===== src/sv/stks_pkg.sv =====
`default_nettype none
package stks_pkg;

  // Table size and field widths.
  localparam int MAX_KEEP = 16;
  localparam int KEEP_W = 5;
  localparam int POS_W = 16;
  localparam int SCORE_W = 32;
  localparam logic [POS_W-1:0] COUNTER_TOP = 16'hFFFF;

  // One input word: a score and the end-of-vector mark.
  typedef struct packed {
    logic signed [SCORE_W-1:0] score;
    logic final_element;
  } in_word_t;

  // One result word.
  typedef struct packed {
    logic [KEEP_W-1:0] rank;
    logic [POS_W-1:0] position;
    logic signed [SCORE_W-1:0] kept_score;
    logic run_end;
  } out_word_t;

  // Controller states.
  typedef enum logic {
    ST_IDLE,
    ST_REPORT
  } ctrl_state_t;

  // Commands from the controller to the datapath.
  typedef struct packed {
    logic insert;
    logic last;
    logic emit;
    logic [KEEP_W-1:0] rank;
    logic run_end;
  } dp_cmd_t;

  // Status from the datapath to the controller.
  typedef struct packed {
    logic [KEEP_W-1:0] fill_next;
  } dp_status_t;

endpackage
`default_nettype wire


===== src/sv/stks_datapath.sv =====
`default_nettype none
module stks_datapath (
  input  wire logic clk,
  input  wire logic rst,
  input  wire stks_pkg::in_word_t item,
  input  wire logic [stks_pkg::KEEP_W-1:0] keep_count,
  input  wire stks_pkg::dp_cmd_t cmd,
  output stks_pkg::dp_status_t status,
  output stks_pkg::out_word_t result,
  output logic strobe
);

  logic signed [stks_pkg::SCORE_W-1:0] slot_score [stks_pkg::MAX_KEEP];
  logic [stks_pkg::POS_W-1:0] slot_pos [stks_pkg::MAX_KEEP];
  logic [stks_pkg::KEEP_W-1:0] filled;
  logic [stks_pkg::KEEP_W-1:0] filled_next;
  logic [stks_pkg::POS_W-1:0] position;
  logic [stks_pkg::KEEP_W-1:0] k_eff;
  logic [stks_pkg::KEEP_W-1:0] fill_eff;
  logic [stks_pkg::MAX_KEEP-1:0] take;

  // Effective keep count and the fill level trimmed to it.
  always_comb begin
    if (keep_count > stks_pkg::KEEP_W'(stks_pkg::MAX_KEEP)) begin
      k_eff = stks_pkg::KEEP_W'(stks_pkg::MAX_KEEP);
    end else begin
      k_eff = keep_count;
    end
    fill_eff = (filled > k_eff) ? k_eff : filled;
  end

  // Each slot decides on its own whether the new word lands at or above it.
  always_comb begin
    for (int i = 0; i < stks_pkg::MAX_KEEP; i++) begin
      take[i] = (stks_pkg::KEEP_W'(i) < k_eff) &&
                ((stks_pkg::KEEP_W'(i) >= fill_eff) || (item.score > slot_score[i]));
    end
  end

  // Fill level after this word.
  always_comb begin
    if ((|take) && (fill_eff < k_eff)) begin
      filled_next = fill_eff + stks_pkg::KEEP_W'(1);
    end else begin
      filled_next = fill_eff;
    end
    status.fill_next = filled_next;
  end

  // Table: compare-and-shift on insert, shift toward the head while reporting.
  always_ff @(posedge clk) begin
    for (int i = 0; i < stks_pkg::MAX_KEEP; i++) begin
      if (cmd.insert) begin
        if (take[i] && ((i == 0) || !take[(i == 0) ? 0 : i - 1])) begin
          slot_score[i] <= item.score;
          slot_pos[i] <= position;
        end else if (take[i]) begin
          slot_score[i] <= slot_score[(i == 0) ? 0 : i - 1];
          slot_pos[i] <= slot_pos[(i == 0) ? 0 : i - 1];
        end
      end else if (cmd.emit && (i < stks_pkg::MAX_KEEP - 1)) begin
        slot_score[i] <= slot_score[(i < stks_pkg::MAX_KEEP - 1) ? i + 1 : i];
        slot_pos[i] <= slot_pos[(i < stks_pkg::MAX_KEEP - 1) ? i + 1 : i];
      end
    end
  end

  // Fill level and position counter; the final word clears both.
  always_ff @(posedge clk) begin
    if (rst) begin
      filled <= '0;
      position <= '0;
    end else if (cmd.insert) begin
      if (cmd.last) begin
        filled <= '0;
        position <= '0;
      end else begin
        filled <= filled_next;
        if (position != stks_pkg::COUNTER_TOP) begin
          position <= position + stks_pkg::POS_W'(1);
        end
      end
    end
  end

  // Result register, loaded from the head of the table.
  always_ff @(posedge clk) begin
    if (cmd.emit) begin
      result.rank <= cmd.rank;
      result.position <= slot_pos[0];
      result.kept_score <= slot_score[0];
      result.run_end <= cmd.run_end;
    end
  end

  always_ff @(posedge clk) begin
    if (rst) begin
      strobe <= 1'b0;
    end else begin
      strobe <= cmd.emit;
    end
  end

endmodule
`default_nettype wire


===== src/sv/stks_controller.sv =====
`default_nettype none
module stks_controller (
  input  wire logic clk,
  input  wire logic rst,
  input  wire logic start,
  input  wire logic final_element,
  input  wire stks_pkg::dp_status_t status,
  output stks_pkg::dp_cmd_t cmd,
  output logic busy
);

  stks_pkg::ctrl_state_t state;
  stks_pkg::ctrl_state_t state_next;
  logic [stks_pkg::KEEP_W-1:0] total;
  logic [stks_pkg::KEEP_W-1:0] rank;
  logic accept;

  assign accept = start && (state == stks_pkg::ST_IDLE);

  // Next state.
  always_comb begin
    state_next = state;
    case (state)
      stks_pkg::ST_IDLE: begin
        if (accept && final_element && (status.fill_next != '0)) begin
          state_next = stks_pkg::ST_REPORT;
        end
      end
      stks_pkg::ST_REPORT: begin
        if (rank == total) begin
          state_next = stks_pkg::ST_IDLE;
        end
      end
      default: state_next = stks_pkg::ST_IDLE;
    endcase
  end

  // Outputs.
  always_comb begin
    cmd.insert = 1'b0;
    cmd.last = final_element;
    cmd.emit = 1'b0;
    cmd.rank = rank;
    cmd.run_end = (rank == total);
    busy = 1'b0;
    case (state)
      stks_pkg::ST_IDLE: begin
        cmd.insert = accept;
      end
      stks_pkg::ST_REPORT: begin
        cmd.emit = 1'b1;
        busy = 1'b1;
      end
      default: begin
        busy = 1'b1;
      end
    endcase
  end

  // State, report length and rank counter.
  always_ff @(posedge clk) begin
    if (rst) begin
      state <= stks_pkg::ST_IDLE;
      total <= '0;
      rank <= '0;
    end else begin
      state <= state_next;
      if (accept) begin
        total <= status.fill_next;
        rank <= stks_pkg::KEEP_W'(1);
      end else if (state == stks_pkg::ST_REPORT) begin
        rank <= rank + stks_pkg::KEEP_W'(1);
      end
    end
  end

endmodule
`default_nettype wire


===== src/sv/streaming_top_k_selector.sv =====
// Flow: an element is taken at an edge where start is high and busy is low. If any element
// is kept, the edge that takes the final element moves the state machine to reporting; then
// the result register and strobe are loaded with one result per cycle, min(k, 16, n) in all.
// Elements: one per cycle while busy is low; busy stays high while the table shifts one word
// per cycle toward the result register. Reset clears the state machine, fill level, position
// counter and strobe; table contents are undefined until written. The receiver cannot stall results.
`default_nettype none
module streaming_top_k_selector (
  input  wire logic clk,
  input  wire logic rst,
  input  wire logic start,
  input  wire stks_pkg::in_word_t item,
  output logic busy,
  output stks_pkg::out_word_t result,
  output logic strobe,
  input  wire logic cfg_valid,
  output logic cfg_ready,
  input  wire logic [stks_pkg::KEEP_W-1:0] cfg_data
);

  stks_pkg::dp_cmd_t cmd;
  stks_pkg::dp_status_t status;
  logic [stks_pkg::KEEP_W-1:0] keep_count;

  assign cfg_ready = !busy;

  // Keep-count register.
  always_ff @(posedge clk) begin
    if (rst) begin
      keep_count <= '0;
    end else if (cfg_valid && cfg_ready) begin
      keep_count <= cfg_data;
    end
  end

  stks_controller u_ctrl (
    .clk(clk),
    .rst(rst),
    .start(start),
    .final_element(item.final_element),
    .status(status),
    .cmd(cmd),
    .busy(busy)
  );

  stks_datapath u_dp (
    .clk(clk),
    .rst(rst),
    .item(item),
    .keep_count(keep_count),
    .cmd(cmd),
    .status(status),
    .result(result),
    .strobe(strobe)
  );

endmodule
`default_nettype wire


===== config.mk =====
export PLATFORM = sky130hd
export DESIGN_NAME = streaming_top_k_selector
export DESIGN_NICKNAME = d
export VERILOG_FILES = /design/src/sv/stks_pkg.sv /design/src/sv/stks_datapath.sv /design/src/sv/stks_controller.sv /design/src/sv/streaming_top_k_selector.sv
export SDC_FILE = /design/constraint.sdc
export NUM_CORES = 2
export LEC_CHECK = 0
export BUFFER_PORTS_ARGS = -buffer_cell sky130_fd_sc_hd__buf_4
export CORE_AREA = 2 2 323 325
export CTS_CLUSTER_DIAMETER = 60
export DETAILED_ROUTE_END_ITERATION = 7
export DIE_AREA = 0 0 325 327
export GPL_TIMING_DRIVEN = 0
export PLACE_DENSITY_LB_ADDON = 0.25
export SETUP_SLACK_MARGIN = 0.5
export SLEW_MARGIN = 20
export SYNTH_ARGS = -nofsm -noshare
export SYNTH_HDL_FRONTEND = slang
export SYNTH_HIERARCHICAL = 1
export SYNTH_SLANG_ARGS = --single-unit

===== constraint.sdc =====
create_clock -name clk -period 17.85 [get_ports clk]
set_input_delay 2.6775 -clock clk [delete_from_list [all_inputs] [get_ports clk]]
set_output_delay 2.6775 -clock clk [all_outputs]
set_load 0.02 [all_outputs]

Word-level counts from Yosys, hierarchy flattened
Memories as Yosys holds them, arrays and structs flattened.
Cells that the tools add are included.
{"block": "op_classes", "eq_ne": 2, "reduce_logical": 74, "order_cmp": 51, "bitwise": 61, "muxes": 184, "add_sub_neg": 3}
{"op": "$mux 32", "count": 30}
{"op": "$gt 32x32->1", "count": 16}
{"op": "$mux 16", "count": 32}
{"op": "$mux 1", "count": 117}
{"op": "$or 1x1->1", "count": 60}
{"op": "$ge 4x5->1 const A", "count": 8}
{"op": "$lt 4x5->1 const A", "count": 8}
{"op": "$logic_and 1x1->1", "count": 36}
{"op": "$ge 3x5->1 const A", "count": 4}
{"op": "$lt 3x5->1 const A", "count": 4}
{"op": "$mux 5", "count": 4}
{"op": "$add 16x1->16 const B", "count": 1}
{"op": "$logic_not 1->1", "count": 16}
{"op": "$logic_or 1x1->1", "count": 16}
{"op": "$ne 16x16->1 const B", "count": 1}
{"op": "$reduce_or 16->1", "count": 1}
{"op": "$add 5x1->5 const B", "count": 2}
{"op": "$ge 1x5->1 const A", "count": 2}
{"op": "$ge 2x5->1 const A", "count": 2}
{"op": "$lt 1x5->1 const A", "count": 2}
{"op": "$lt 2x5->1 const A", "count": 2}
{"op": "$eq 5x5->1", "count": 1}
{"op": "$gt 5x5->1", "count": 1}
{"op": "$gt 5x5->1 const B", "count": 1}
{"op": "other kinds (7)", "count": 8}
{"block": "totals", "output_inout_bits": 57, "memories": 2, "mem_bits_rw": 768, "ff_bits": 92, "in_bits": 42}
{"name": "u_dp.slot_score", "words": 16, "width": 32, "read_ports": 16, "rd_ports_with_merged_regs": 0, "wr": 16, "line_no": "stks_datapath.sv:13", "rtl": "logic signed [stks_pkg::SCORE_W-1:0] slot_score [stks_pkg::MAX_KEEP];"}
{"name": "u_dp.slot_pos", "words": 16, "width": 16, "read_ports": 16, "rd_ports_with_merged_regs": 0, "wr": 16, "line_no": "stks_datapath.sv:14", "rtl": "logic [stks_pkg::POS_W-1:0] slot_pos [stks_pkg::MAX_KEEP];"}

Longest topological paths before layout
{"block": "logic_depth", "depth_word": 14, "mapped_depth": 24, "mapped_depth_nobuf": 22}

Modules after synthesis
Netlist, hierarchy kept.
{"module": "stks_datapath", "instances": 1, "cells_per_inst": 5794, "area_per_inst_um2": 54503.5}
{"module": "stks_controller", "instances": 1, "cells_per_inst": 61, "area_per_inst_um2": 558.0}
{"module": "streaming_top_k_selector", "instances": 1, "cells_per_inst": 22, "area_per_inst_um2": 230.2}

Worst setup path before layout
Ideal clock, no wire load.
{"block": "synth_timing", "path_kind": "in2reg", "startpoint": "input item[1] in the netlist's numbering", "endpoint": "memory u_dp/slot_pos[0][112] in the netlist's numbering, enable pin", "slack_ns": 9.514, "path_buffers": 1, "arrival_ns": 7.816, "setup_ns": 0.520, "required_ns": 17.330, "cell_stages": 11, "cell_sequence": "clkbuf_1 inv_1 ha_1 nor2b_1 o211ai_1 a21o_1 a21oi_1 a2111o_1 mux2_2 nor2_1 o21ai_0"}
{"item": "from (decl)", "line_no": "streaming_top_k_selector.sv:12", "rtl": "input wire stks_pkg::in_word_t item,"}
{"item": "to (decl)", "line_no": "stks_datapath.sv:14"}

==> out/results.tsv <==
metric	value	unit
pwr dens	117	nW/um^2
detailed placement HPWL	148000	um
register area share after synthesis	46.0	%
I/O Pins	99	
synthesized flop and latch total	860	
Total GRT Usage	34.7	%
routability cong.	1.01	
DR iter-0 viols	5631	
Clk pin slew, worst setup/hold paths	0.06	ns
critical path type	in -> reg	
fraction of layout cells with a size suffix above 1	6.91	%
Max Cap Viol	0	
Syn Nets	6445	
outcome	complete, no violations	
pre-CTS worst setup slack	9.56	ns
warnings from Yosys	6	
Starting Density	53.7	%
top cells by area, synth	edfxtp_1 45%, ha_1 12%, mux2i_1 7.2%	
H-tree Lvls	3	
Die Wd	325	um
crit start category	primary input	
Layout Cells excl Fill	7580	
Synth Instances	5877	
CP required	18.46	ns
commonest non-fill, non-tap cell in the layout	nand2_1	
Setup Buffers After CTS	0	
syn avg cell area	9.41	um^2
Max VDD drop	0.103	mV
CTS tree	built	
Hold WC Path Type	reg -> reg	
drc violations	0	
most frequent cells in the layout	905 x nand2_1, 822 x edfxtp_1, 721 x o21ai_0	
# port buffers	98	
number of synthesized flops with an enable pin	822	
post-synthesis cell area	55300	um^2
Core Box Area	103000	um^2
Core Rows	118	
hold_buf cts	0	
Overflow after GRT	0	
Distinct cells, synth	87	
WL per Instance	25.1	um
clk root buf	clkbuf_16	
clock skew	0.0500	ns
initial antenna violation count	11	
largest area contributor in the netlist	edfxtp_1	
via/cell ratio	6.28	
Die Y	327	um
Placed Instances	7379	
asr flop ratio synth	0	%
Synth-to-Final Area Change	12.3	%
largest net degree at the start of global routing	59	
TNS Setup	0	ns
crit-path max FO	17	
Max Clk Rate	129	MHz
first-pass GRT wire length	280000	um
Final Cycle Share	43.5	%
vias	47600	
drt first pass iters	8	
Final Hold Fails	0	
clk buf depth	3	
CP arrival	8.37	ns
vias in the first global route	46400	
post_cts resized	0	
Worst-Skew Late Latency	0.73	ns
post-route ant nets	0	
Final Critical Period	7.76	ns
final setup violating endpoints	0	
Tot Pwr	7.24	mW
share of the synthesized area in the top cell type	44.6	%
Worst Tran Pin Value	1.20	ns
Num CTS Buffers	104	
fin nets	6673	
Max-slew headroom	19.7	%
clk sink count	860	
drt total wl	190000	um
Setup crit end kind	flip-flop	
RSZ-0062 raised after global routing	false	
die area	106000	um^2
setup ws final	10.09	ns
Post-synth top flop	edfxtp_1	
Leakage	25.3	nW
Final Slew Violations	0	
## kinds of logic after synthesis
logic type                 count (synthesis)  synth area share (%)
and+or+nand+nor                         1601                  12.4
AOI/OAI and AO/OA                       1554                  15.3
buffers and inverters                    893                  6.30
DFF                                      860                  46.0
adders and majority gates                526                  11.9
muxes                                    420                  7.67
xor gates and xnor gates                  23                 0.364
## per-stage QoR
stage	area, um^2	util, %	hold slack, ns
after floorplan	55300	-	0.426
after global placement	57800	56.1	0.436
after detailed placement	58500	56.9	0.432
after CTS	62100	60.3	0.444
after global routing	62100	60.3	0.471
final	62100	60.4	0.444
## flip-flops by register name (all words and copies together), names as in the netlist
register / flops
u_dp/position: 16
u_dp/slot_pos: 256
u_dp/slot_score: 512
keep_count: 5
u_dp/result: 54
u_ctrl/state: 1
u_ctrl/total: 5
u_dp/filled: 5
u_dp/strobe: 1
u_ctrl/rank: 5
## metal layers
| metal | routed length (um) | global-route usage [%] | part of all wire (%) |
|---|---|---|---|
| met1 | 76100 | 46.5 | 40 |
| met2 | 85400 | 55.0 | 45 |
| met5 | 37 | 0 | 0.019 |
| met3 | 20100 | 7.23 | 11 |
| met4 | 8260 | 14.5 | 4.3 |
## Yosys cell counts, types with 15 or more instances
library cell	instances
dfxtp_1	38
o21ai_1	99
nor4_1	25
clkbuf_1	274
nor2b_1	26
nand2_1	911
inv_1	539
o21ai_0	726
mux2i_1	396
and4_1	15
nand3_1	64
buf_2	45
ha_1	526
buf_1	15
nor2_1	353
mux2_2	22
a21oi_1	509
a211oi_1	25
edfxtp_1	822
nor3_1	30
o211ai_1	28
nand4_1	102
or3_1	18
a21o_1	47
buf_4	16
## final timing paths
path	start	end	slack, ns	cells past startpoint
worst max-delay path	item[1]	u_ctrl/state	10.09	16
worst min-delay path	u_dp/slot_score[0][7]	u_dp/result[8]	0.44	0
worst max register to register	keep_count[4]	u_ctrl/state	10.64	22
worst min register to register	u_dp/slot_score[0][7]	u_dp/result[8]	0.44	0
## area by class of cell
class,count,area [um^2]
Sequential cell,860,25400
Multi-Input combinational cell,4124,26500
Inverter,541,2030
Buffer,352,1460
Tap cell,1380,1730
Timing Repair Buffer,122,1340
Clock buffer,127,2860
Antenna cell,6,15.0
Fill cell,8865,40800
Clock inverter,68,721
## report_power, final
| group | internal [mW] | switching (mW) |
|---|---|---|
| logic | 0.653 | 1.35 |
| registers | 2.76 | 0.265 |
| clock network | 1.28 | 0.937 |
| total | 4.69 | 2.55 |
## worst max-delay path: stages
cell	delay, ns
buf_4	0.17
clkbuf_1	0.60
inv_1	0.77
ha_1	0.56
nand4_1	0.11
o41ai_1	0.45
nor2_1	0.10
a21oi_1	0.32
nand3_1	0.50
nor3_1	0.55
nand4_2	0.30
o21ai_2	0.25
mux2_2	0.40
nor2_1	0.20
a2111oi_4	0.10
a211o_1	0.24
(Power assumes the default switching activity.)
